$ cat config.mk
export PLATFORM = sky130hd
export DESIGN_NAME = step_counter_stride_setter
export DESIGN_NICKNAME = d
export VERILOG_FILES = /design/src/design/scss_pkg.sv /design/src/design/step_counter_stride_setter.sv
export SDC_FILE = /design/constraint.sdc
export NUM_CORES = 1
export LEC_CHECK = 0
export BUFFER_PORTS_ARGS = -buffer_cell sky130_fd_sc_hd__buf_2
export CORE_MARGIN = 10
export CORE_UTILIZATION = 40
export DETAILED_ROUTE_END_ITERATION = 7
export PLACE_DENSITY_LB_ADDON = 0.15
export SETUP_SLACK_MARGIN = 0.4
export SYNTH_ARGS = -nofsm -noshare
export SYNTH_HDL_FRONTEND = slang
export SYNTH_SLANG_ARGS = --single-unit
$ cat constraint.sdc
create_clock -name clk -period 5.5 [get_ports clk]
set_input_delay 0 -clock clk [delete_from_list [all_inputs] [get_ports clk]]
set_output_delay 0 -clock clk [all_outputs]
set_load 0.02 [all_outputs]
$ cat src/design/scss_pkg.sv
// Shared types and constants for the stride setter and step counter.
// Holds the request and result layouts, the mode states and the stride limits.
// Depends on nothing.
package scss_pkg;

  localparam int STRIDE_W    = 7;
  localparam int COUNT_W     = 32;
  localparam int BYTE_W      = 8;
  localparam int IN_TDATA_W  = 16;
  localparam int OUT_TDATA_W = 80;

  localparam logic [STRIDE_W-1:0] STRIDE_STEP = STRIDE_W'(5);
  localparam logic [STRIDE_W-1:0] STRIDE_MAX  = STRIDE_W'(95);

  // Request layout, first field in the highest bits
  typedef struct packed {
    logic [2:0]        pad;
    logic [BYTE_W-1:0] rx_byte;
    logic              rx_valid;
    logic              down_button;
    logic              enter_button;
    logic              up_button;
    logic              reset_button;
  } req_t;

  // Result layout, first field in the highest bits
  typedef struct packed {
    logic                counting;
    logic [COUNT_W-1:0]  distance_cm;
    logic [COUNT_W-1:0]  step_count;
    logic [STRIDE_W-1:0] stride_cm;
    logic [BYTE_W-1:0]   port_out;
  } res_t;

  typedef enum logic [7:0] {
    MS_START     = 8'b0000_0001,
    MS_INIT      = 8'b0000_0010,
    MS_WAIT      = 8'b0000_0100,
    MS_UPPRESS   = 8'b0000_1000,
    MS_INC       = 8'b0001_0000,
    MS_DOWNPRESS = 8'b0010_0000,
    MS_DEC       = 8'b0100_0000,
    MS_COUNT     = 8'b1000_0000
  } mode_t;

endpackage

$ cat src/design/step_counter_stride_setter.sv
// Stride setter and step counter: mode machine, stride and counters, result skid.
// Depends on scss_pkg for the request and result layouts and the stride limits.
//
// Usage:
//   Each request on the s_axis channel is one tick carrying the four buttons,
//   a received-byte flag and the byte. The block answers every request with
//   exactly one result on the m_axis channel: the echoed byte (zero unless a
//   byte arrives while counting), the stride, the step count, the distance
//   and the counting flag.
//   A request's result is registered in the result register, or in the skid
//   register while the receiver stalls. Throughput is one request per cycle
//   while the skid register is empty; the mode machine, stride and counters
//   update in the same cycle the request is accepted, from adds and compares.
//   When the receiver stalls, one further result is parked in a skid register
//   and s_axis_tready falls only once that skid register is full. It rises
//   again the cycle after the receiver takes a result, so the result stream
//   keeps its full rate across a stall while the input waits.
//   rst (synchronous, active high) empties both result registers and puts the
//   machine in its start state with stride, steps and distance at zero.
module step_counter_stride_setter (
  input  logic                           clk,
  input  logic                           rst,
  input  logic                           s_axis_tvalid,
  output logic                           s_axis_tready,
  // [0] reset_button, [1] up_button, [2] enter_button, [3] down_button,
  // [4] rx_valid, [12:5] rx_byte, [15:13] zero
  input  logic [scss_pkg::IN_TDATA_W-1:0]  s_axis_tdata,
  output logic                           m_axis_tvalid,
  input  logic                           m_axis_tready,
  // [7:0] port_out, [14:8] stride_cm, [46:15] step_count,
  // [78:47] distance_cm, [79] counting
  output logic [scss_pkg::OUT_TDATA_W-1:0] m_axis_tdata
);
  import scss_pkg::*;

  req_t                req;
  res_t                res_new;
  res_t                out_data;
  res_t                skid_data;
  logic                out_valid;
  logic                skid_valid;
  logic                accept;
  logic                out_free;

  mode_t               mode;
  mode_t               mode_next;
  logic [STRIDE_W-1:0] stride;
  logic [STRIDE_W-1:0] stride_next;
  logic [COUNT_W-1:0]  steps;
  logic [COUNT_W-1:0]  steps_next;
  logic [COUNT_W-1:0]  distance;
  logic [COUNT_W-1:0]  distance_next;
  logic [BYTE_W-1:0]   port_next;
  logic [STRIDE_W:0]   stride_sum;

  assign req           = req_t'(s_axis_tdata);
  assign s_axis_tready = !skid_valid;
  assign accept        = s_axis_tvalid && s_axis_tready;
  assign out_free      = !out_valid || m_axis_tready;
  assign m_axis_tvalid = out_valid;
  assign m_axis_tdata  = OUT_TDATA_W'(out_data);

  // Take the transition first
  always_comb begin
    mode_next = mode;
    case (mode)
      MS_START:     mode_next = MS_INIT;
      MS_INIT:      mode_next = MS_WAIT;
      MS_WAIT: begin
        if (req.enter_button) begin
          mode_next = MS_COUNT;
        end else if (req.up_button && !req.down_button) begin
          mode_next = MS_UPPRESS;
        end else if (!req.up_button && req.down_button) begin
          mode_next = MS_DOWNPRESS;
        end
      end
      MS_UPPRESS:   mode_next = req.up_button ? MS_UPPRESS : MS_INC;
      MS_INC:       mode_next = MS_WAIT;
      MS_DOWNPRESS: mode_next = req.down_button ? MS_DOWNPRESS : MS_DEC;
      MS_DEC:       mode_next = MS_WAIT;
      MS_COUNT:     mode_next = req.reset_button ? MS_INIT : MS_COUNT;
      default:      mode_next = MS_START;
    endcase
  end

  // Then act on the state just entered
  assign stride_sum = {1'b0, stride} + {1'b0, STRIDE_STEP};

  always_comb begin
    stride_next   = stride;
    steps_next    = steps;
    distance_next = distance;
    port_next     = '0;
    case (mode_next)
      MS_INIT: begin
        stride_next   = '0;
        steps_next    = '0;
        distance_next = '0;
      end
      MS_INC: begin
        if (stride < STRIDE_MAX) begin
          if (stride_sum > {1'b0, STRIDE_MAX}) begin
            stride_next = STRIDE_MAX;
          end else begin
            stride_next = stride_sum[STRIDE_W-1:0];
          end
        end
      end
      MS_DEC: begin
        if (stride >= STRIDE_STEP) begin
          stride_next = stride - STRIDE_STEP;
        end
      end
      MS_COUNT: begin
        if (req.rx_valid) begin
          port_next     = req.rx_byte;
          steps_next    = steps + COUNT_W'(1);
          distance_next = distance + COUNT_W'(stride);
        end
      end
      default: begin
      end
    endcase
  end

  always_comb begin
    res_new.port_out    = port_next;
    res_new.stride_cm   = stride_next;
    res_new.step_count  = steps_next;
    res_new.distance_cm = distance_next;
    res_new.counting    = (mode_next == MS_COUNT);
  end

  // Advance the machine and registers on each accepted request
  always_ff @(posedge clk) begin
    if (rst) begin
      mode     <= MS_START;
      stride   <= '0;
      steps    <= '0;
      distance <= '0;
    end else if (accept) begin
      mode     <= mode_next;
      stride   <= stride_next;
      steps    <= steps_next;
      distance <= distance_next;
    end
  end

  // Result register with one skid entry behind it
  always_ff @(posedge clk) begin
    if (rst) begin
      out_valid  <= 1'b0;
      skid_valid <= 1'b0;
    end else if (out_free) begin
      if (skid_valid) begin
        out_valid  <= 1'b1;
        skid_valid <= 1'b0;
      end else begin
        out_valid <= accept;
      end
    end else if (accept) begin
      skid_valid <= 1'b1;
    end
  end

  always_ff @(posedge clk) begin
    if (out_free) begin
      if (skid_valid) begin
        out_data <= skid_data;
      end else if (accept) begin
        out_data <= res_new;
      end
    end else if (accept) begin
      skid_data <= res_new;
    end
  end

  // Skid entry only fills behind a held result
  assert property (@(posedge clk) disable iff (rst) skid_valid |-> out_valid)
    else $error("skid entry full while result register empty");

  // Stride stays within its limit
  assert property (@(posedge clk) disable iff (rst) stride <= STRIDE_MAX)
    else $error("stride above its maximum");

  // Echoed byte only appears while counting
  assert property (@(posedge clk) disable iff (rst)
      (out_valid && !out_data.counting) |-> (out_data.port_out == '0))
    else $error("byte echoed outside counting mode");

  // A stalled result holds while a new request parks in the skid entry
  assert property (@(posedge clk) disable iff (rst)
      (out_valid && !m_axis_tready && accept) |=> (skid_valid && $stable(out_data)))
    else $error("stalled result lost on skid fill");

endmodule

## Word level (Yosys, flattened, before mapping)

Index checks and enable logic that the tools add are counted.

- Add/sub/neg operators: 4
- Magnitude comparators: 3
- Equality and inequality tests: 12
- Mux-type cells: 20
- Bitwise logic cells: 1
- Reductions and logical operators: 13

Operators with widths:

| operator | count |
|---|---|
| $mux W80 | 2 |
| $pmux W32 S2 | 2 |
| $mux W32 | 2 |
| $mux W8 | 6 |
| $pmux W8 S6 | 1 |
| $add A32 B1 Y32 const B | 1 |
| $add A32 B7 Y32 | 1 |
| $mux W7 | 4 |
| $pmux W7 S3 | 1 |
| $eq A8 B2 Y1 const B | 2 |
| $eq A8 B5 Y1 const B | 2 |
| $eq A8 B7 Y1 const B | 2 |
| $eq A8 B8 Y1 const B | 2 |
| $add A7 B3 Y8 const B | 1 |
| $eq A8 B1 Y1 const B | 1 |
| $eq A8 B3 Y1 const B | 1 |
| $eq A8 B4 Y1 const B | 1 |
| $eq A8 B6 Y1 const B | 1 |
| $gt A8 B7 Y1 const B | 1 |
| $ge A7 B3 Y1 const B | 1 |
| $lt A7 B7 Y1 const B | 1 |
| $sub A7 B3 Y7 const B | 1 |
| $mux W5 | 1 |
| $logic_not A1 Y1 | 4 |
| 8 further kinds | 11 |

- Flip-flop bits (word level): 241
- Bits of input ports: 20
- Output and inout bits: 82
- Logic and storage cells: 69

## Logic depth before layout (Yosys ltp)

Gate-level depths: netlist (run 1).

- Word-level depth: 10
- Gate-level depth with buffers: 9
- Depth with buffers taken out: 8

## Worst setup path after synthesis (run 1)

No wires, ideal clock.

- Kind: register to register
- From: register skid_valid
- To: register skid_data[0] (netlist bit), enable pin
- Library setup time: 0.519 ns
- Arrival time: 4.497 ns
- Required time: 4.981 ns
- Setup slack: 0.484 ns
- Stages on the path, launching flop included: 7
- Path buffers: 4
- Clock period less this slack: 5.016 ns
- Cell sequence: dfxtp_1 clkbuf_1 nand2b_1 clkbuf_1 clkbuf_1 buf_1 nor2_1

- Longest elaborated chain between the ends: 3

Ends and longest elaborated chain:

| item | line | RTL |
|---|---|---|
| start, declared | step_counter_stride_setter.sv:41 | `logic skid_valid;` |
| start signal, assigned | step_counter_stride_setter.sv:154 | `skid_valid <= 1'b0;` |
| start signal, assigned | step_counter_stride_setter.sv:158 | `skid_valid <= 1'b0;` |
| start signal, assigned | step_counter_stride_setter.sv:163 | `skid_valid <= 1'b1;` |
| $logic_not A1 Y1 | step_counter_stride_setter.sv:57 | `assign s_axis_tready = !skid_valid;` |
| $logic_and A1 B1 Y1 | step_counter_stride_setter.sv:58 | `assign accept = s_axis_tvalid && s_axis_tready;` |
| $reduce_and A2 Y1 (no line) | - |  |
| end signal, assigned | step_counter_stride_setter.sv:175 | `skid_data <= res_new;` |
| end, declared | step_counter_stride_setter.sv:39 | `res_t skid_data;` |

No other way between the ends.
A chain may end at the register's enable or synchronous reset.

## Worst setup path after layout (run 1)

- From: register stride[0]
- To: register distance[24]

- Longest elaborated chain between the ends: 3

Ends and longest elaborated chain:

| item | line | RTL |
|---|---|---|
| start, declared | step_counter_stride_setter.sv:47 | `logic [STRIDE_W-1:0] stride;` |
| start signal, assigned | step_counter_stride_setter.sv:144 | `stride <= stride_next;` |
| $add A32 B7 Y32 | step_counter_stride_setter.sv:119 | `distance_next = distance + COUNT_W'(stride);` |
| $mux W32 | step_counter_stride_setter.sv:116 | `if (req.rx_valid) begin` |
| $pmux W32 S2 | step_counter_stride_setter.sv:95 | `case (mode_next)` |
| end signal, assigned | step_counter_stride_setter.sv:146 | `distance <= distance_next;` |
| end, declared | step_counter_stride_setter.sv:51 | `logic [COUNT_W-1:0] distance;` |

No other way between the ends.

==> impl_metrics.toml, run 1 <==
[drt]
wl_um = 29700
ant_nets = 0
num_vias = 9088
drtPass1Iterations = 6
vias_per_cell = 5.58
wl_per_cell_um = 18.2
drt_iter0_markers = 688
drc = 0

[sta]
relSlewSlack_pct = 16.7
period_share_pct = 60.7
grt_setup_unrepaired = "no"
worst_slew_pin_slew_ns = 1.24
finalCriticalPeriod_ns = 3.34
fin_hold_ws_ns = 0.0891
fin_tns_setup_ns = 0
fin_skew_ns = 0.0147
setup_violations = 0
drv_slew = 0
setup_ws_ns = 2.16
finalHoldViolations = 0
fmax_mhz = 299

[critical_path]
critical_path_class = "reg2reg"
start_kind = "flip-flop"
slowest_stage = "nor2_1"
critPathRequiredTime_ns = 5.94
cpPeakStageDelay_ns = 0.69
arrival_ns = 3.78
cp_max_fo = 14
worstPathCellList = "ha_1 > fa_1 > a211oi_1 > o21a_1 > nor2_1 > nand3_2 > or4_1 > a31oi_1"
cp-end-kind = "flip-flop"

[finish]
antenna_cells = 0
drive_gt1_share_pct = 21.2
synthToLayoutAreaGrowth_pct = 14.9
layout.nets = 1244
nFillCells = 2865

[clock_tree]
cts_buffer_depth = 3
cts_max_level = 1
cts.clk_slew.worst_paths_ns = 0.06
cts_resized = 0
cts-root-buf = "clkbuf_16"
cts_buffers = 27
cts_tree = "done"
postCtsSetupBuffers = 0
clock_sinks = 241
insertion_delay_ns = 0.52

[global_route]
antenna_found_initial = 1
grt_start_max_net_pins = 90
grt.total_usage_pct = 15.1
first_global_vias = 8799
grt_overflow = 0
grt_pass1_wl_um = 48600

[run]
maxCapViolCount = 0

[yosys]
ys_types = 88
synth_top_area_share_pct = 39.1
synth_nets = 1175
syn-instance-count = 1143
yosys.area.top_type = "edfxtp_1"
syn_area_sq_um = 12300
seq_area_frac_synth_pct = 52.3
synth_edf_count = 160
synth_area_per_cell_sq_um = 10.7
synth_seq_cells = 241
synth.most_common_cell = "edfxtp_1"
yosysWarnings = 0
yosys-top-cells-area = "edfxtp_1 (39%), dfxtp_1 (13%), mux2_2 (6.6%)"
async_flop_share_pct = 0
synthFlopType = "edfxtp_1"
synth_common_cells = "edfxtp_1 (160), nand2_1 (86), dfxtp_1 (81), nor2_1 (78), a21oi_1 (75)"

[die]
dieArea_sq_um = 38100
die_w_um = 195
row_count = 64
coreArea_sq_um = 30400
pin_count = 102
chipHeight_um = 195
initial_core_util_pct = 40.4

[power_and_ir_drop]
cellPowerDensity_nw_per_um2 = 309
ir_drop_v = 0.000188
finalPower_w = 0.00437
leakage_nw = 5.27

[outcome]
status = "complete, no violations"

[place]
place_ws_ns = 2.20
io_buffers = 98
gp_congestion = 0.827
hpwl_um = 18900

[hold_path]
min_path_type = "in2reg"
-- registers in the layout (all words and copies together) (netlist names) --
signal	cells
mode	8
m_axis_tvalid	1
skid_data	80
stride	7
steps	32
distance	32
skid_valid	1
m_axis_tdata	80
-- worst max-delay path: cells and delay by family (launching register included) --
| kind | cells | cell delay, ns |
|---|---|---|
| DFF | 1 | 0.65 |
| adders and majority gates | 2 | 0.54 |
| and+or+nand+nor | 3 | 1.52 |
| AOI/OAI and AO/OA | 3 | 0.53 |
-- kinds of logic after synthesis --
group	count (synthesis)	share of synthesized area (%)
muxes	95	8.56
DFF	241	52.3
AOI/OAI and AO/OA	293	15.6
adders and majority gates	12	1.28
and+or+nand+nor	374	16.7
xor gates and xnor gates	26	1.85
buffers and inverters	102	3.63
-- final cells by class --
type,count,area (sq um),area share (%)
clock inverter,13,219,1.55
sequential,241,6430,45.5
timing repair buffer,126,743,5.27
clock buffer,36,739,5.24
inverter,16,60.1,0.425
multi-input combinational,800,5430,38.5
tap,396,495,3.51
-- power breakdown --
part	switching [W]	internal [W]	leakage [nW]	total, W
sequential	0.0000353	0.00199	2.16	0.00203
combinational	0.000272	0.000124	2.65	0.000396
clock	0.000720	0.00122	0.464	0.00194
total	0.00103	0.00334	5.27	0.00437
-- worst paths after layout --
| path | slack, ns | start | cells after the start | to |
|---|---|---|---|---|
| setup / recovery | 2.16 | stride[0]$_SDFFE_PP0P_ | 8 | distance[24]$_SDFFE_PP0P_ |
| hold / removal | 0.09 | s_axis_tdata[4] | 5 | distance[9]$_SDFFE_PP0P_ |
| setup reg to reg | 2.16 | stride[0]$_SDFFE_PP0P_ | 8 | distance[24]$_SDFFE_PP0P_ |
| hold reg to reg | 0.49 | steps[22]$_SDFFE_PP0P_ | 2 | steps[22]$_SDFFE_PP0P_ |
-- through the flow --
stage / std cells / util, % / area (sq um)
3_3_place_gp: 1563 / 42.7 / 13000
6_report: 1628 / 46.4 / 14100
4_1_cts: 1628 / 46.4 / 14100
2_1_floorplan: 1143 / - / 12300
5_1_grt: 1628 / 46.4 / 14100
3_5_place_dp: 1563 / 42.7 / 13000
-- what timing repair did --
| item | 4_1_cts | 5_1_grt |
|---|---|---|
| endpoints found under the setup margin | 0 | 0 |
| hold endpoints to repair | 31 | 0 |
| hold buffers | 16 | 0 |
-- placed cells by master (no fill, tap or decap), types with 28 or more instances in the layout --
cell type  netlist  final
nand2_1         86     86
a31oi_1         28     28
dfxtp_1         81     81
nand3_1         36     36
buf_2           14     97
edfxtp_1       160    160
mux2_2          72     72
o21ai_0         67     67
a21oi_1         75     74
nor2_1          78     77
-- routing by layer --
layer  vias to the layer above  GRT usage [%]  wire [um]  share of wire [%]
met2                       175           26.1      14600                 49
met4                         2           2.71        315                1.1
met3                        25           2.52       1440                4.8
met5                         -              0         13              0.044
met1                      4391           19.6      13300                 45
li1                       4495              -          -                  -
Note: power is estimated with default switching activity, not from simulation.
==> inputs of run 2 (changes only) <==
Clock period 5.5 ns to 2.91 ns, I/O delays scaled along.
==> run 2 against run 1 <==
  * Fmax increased by 36%
  * Register-to-register slack got worse by 1.7 ns
  * Core utilization increased by 1.7 points
  * Global-route usage increased by 0.12 points
  * Critical path depth unchanged
  * Sequential share of layout area decreased by 1.5 points
  * Combinational power increased by 120%
  * Largest cell class unchanged
  * Worst setup slack got worse by 1.7 ns
  * Cell count increased by 2.9%
  * Total power increased by 77%
==> impl_metrics.toml, run 2 (synthesis gave the netlist of run 1 again) <==
[hold_path]
holdPathEnd = "steps[4]$_SDFFE_PP0P_"
min_path_type = "in2reg"
hold_path_depth = 3
hold_start = "rst"

[critical_path]
cp-end-kind = "flip-flop"
cp_max_fo = 6
start_kind = "flip-flop"
critical_path_class = "reg2reg"
r2r-start = "distance[0]$_SDFFE_PP0P_"
ff2ff_path_depth = 8
reg2reg_to = "m_axis_tdata[75]$_DFFE_PP_"
critPathRequiredTime_ns = 3.19
regToRegSetupSlack_ns = 0.45
arrival_ns = 2.74

[clock_tree]
cts.clk_slew.worst_paths_ns = 0.06
insertion_delay_ns = 0.52
cts_tree = "done"
cts-root-buf = "clkbuf_16"
cts_max_level = 1
cts_buffers = 27
clock_sinks = 241
cts_buffer_depth = 3

[finish]
antenna_cells = 0
nFillCells = 2849
final_common_cell = "edfxtp_1"
multi_input_area_sq_um = 5650
final_core_util_pct = 48.1
seq_area_sq_um = 6440
final_cell_mix = "edfxtp_1 (160), buf_2 (98), nand2_1 (86)"
drive_gt1_share_pct = 25.9
layout.nets = 1292
synthToLayoutAreaGrowth_pct = 19.1

[place]
gp_congestion = 0.816
hpwl_um = 20200
place_ws_ns = 0.232
io_buffers = 98

[sta]
period_share_pct = 84.6
setup_violations = 0
finalHoldViolations = 0
relSlewSlack_pct = 51.8
fin_skew_ns = 0.0131
setup_ws_ns = 0.448
worst_slew_pin_slew_ns = 0.715
grt_setup_unrepaired = "yes"
fin_hold_ws_ns = 0.0472
drv_slew = 0
fin_tns_setup_ns = 0
finalCriticalPeriod_ns = 2.46
fmax_mhz = 406

[drt]
wl_um = 30900
wl_per_cell_um = 18.4
num_vias = 9397
drtPass1Iterations = 5
vias_per_cell = 5.61
ant_nets = 0
drc = 0
drt_iter0_markers = 644

[power_and_ir_drop]
p_switching_w = 0.00191
leakage_nw = 5.47
internal-power_w = 0.00583
p_comb_share_pct = 11.0
p_sw_share_pct = 24.6
finalPower_w = 0.00774
seq_power_share_pct = 49.3
ir_drop_v = 0.000371
cellPowerDensity_nw_per_um2 = 529
p_clk_share_pct = 39.7

[die]
coreArea_sq_um = 30400
pin_count = 102
chipHeight_um = 195
row_count = 64
dieArea_sq_um = 38100
die_w_um = 195
initial_core_util_pct = 40.4

[global_route]
grt_pass1_wl_um = 49100
antenna_found_initial = 1
grt.total_usage_pct = 15.2
grt_overflow = 0
first_global_vias = 8990
grt_start_max_net_pins = 47

[run]
maxCapViolCount = 0

[outcome]
status = "complete, no violations"
[run 2: area by class of cell]
type                    instances  share of cell area, %
well taps                     396                   3.39
clock inverters                 4                  0.128
multi-input cells             802                   38.6
clock buffers                  45                   5.22
repair buffers                172                   8.20
inverters                      16                  0.411
flip-flops and latches        241                   44.0
[run 2: critical path: stages (launching register included)]
cell	delay, ns
dfxtp_2	0.34
ha_4	0.17
fa_2	0.42
a211oi_4	0.29
o21a_4	0.21
nor2_4	0.08
and4_1	0.19
mux2_4	0.27
mux2_4	0.25
[run 2: how the worst max path moves through the flow]
stage / start / endpoint / slack, ns
global route: stride[0]$_SDFFE_PP0P_ / m_axis_tdata[13]$_DFFE_PP_ / 0.32
CTS: stride[0]$_SDFFE_PP0P_ / m_axis_tdata[75]$_DFFE_PP_ / 0.40
floorplan: skid_valid$_SDFFE_PP0P_ / skid_data[0]$_DFFE_PP_ / 0.33
detailed placement: distance[0]$_SDFFE_PP0P_ / m_axis_tdata[77]$_DFFE_PP_ / 0.23
finish: distance[0]$_SDFFE_PP0P_ / m_axis_tdata[75]$_DFFE_PP_ / 0.45
global placement: distance[0]$_SDFFE_PP0P_ / m_axis_tdata[75]$_DFFE_PP_ / 0.23
[run 2: metal layers]
layer / track usage, % / share of wire [%] / vias to the layer above
met2: 26.1 / 49 / 175
met3: 2.60 / 4.2 / 36
met5: 0 / 0.058 / -
li1: - / - / 4579
met4: 3.14 / 1.6 / 2
met1: 19.7 / 45 / 4605
[run 2: metrics by stage]
stage / instance area (sq um) / std cells
3_3_place_gp: 13400 / 1602
6_report: 14600 / 1676
2_1_floorplan: 12300 / 1143
5_1_grt: 14600 / 1676
4_1_cts: 14400 / 1670
3_5_place_dp: 13400 / 1602
[run 2: timing repair]
action                                  4_1_cts  5_1_grt
gates cloned                                  0        3
hold buffers                                 16        0
setup buffers                                 3        3
pin swaps                                     6       13
gates resized for setup                      16       30
endpoints found under the hold margin        21        0
endpoints found under the setup margin       39       67
[run 2: power groups by stage]
stage          clock network, W  registers (W)  logic (W)
2_1_floorplan                 0        0.00397   0.000441
3_3_place_gp                  0        0.00388   0.000817
3_5_place_dp                  0        0.00388   0.000820
4_1_cts                 0.00318        0.00381   0.000849
5_1_grt                 0.00332        0.00382   0.000943
6_report                0.00307        0.00381   0.000855
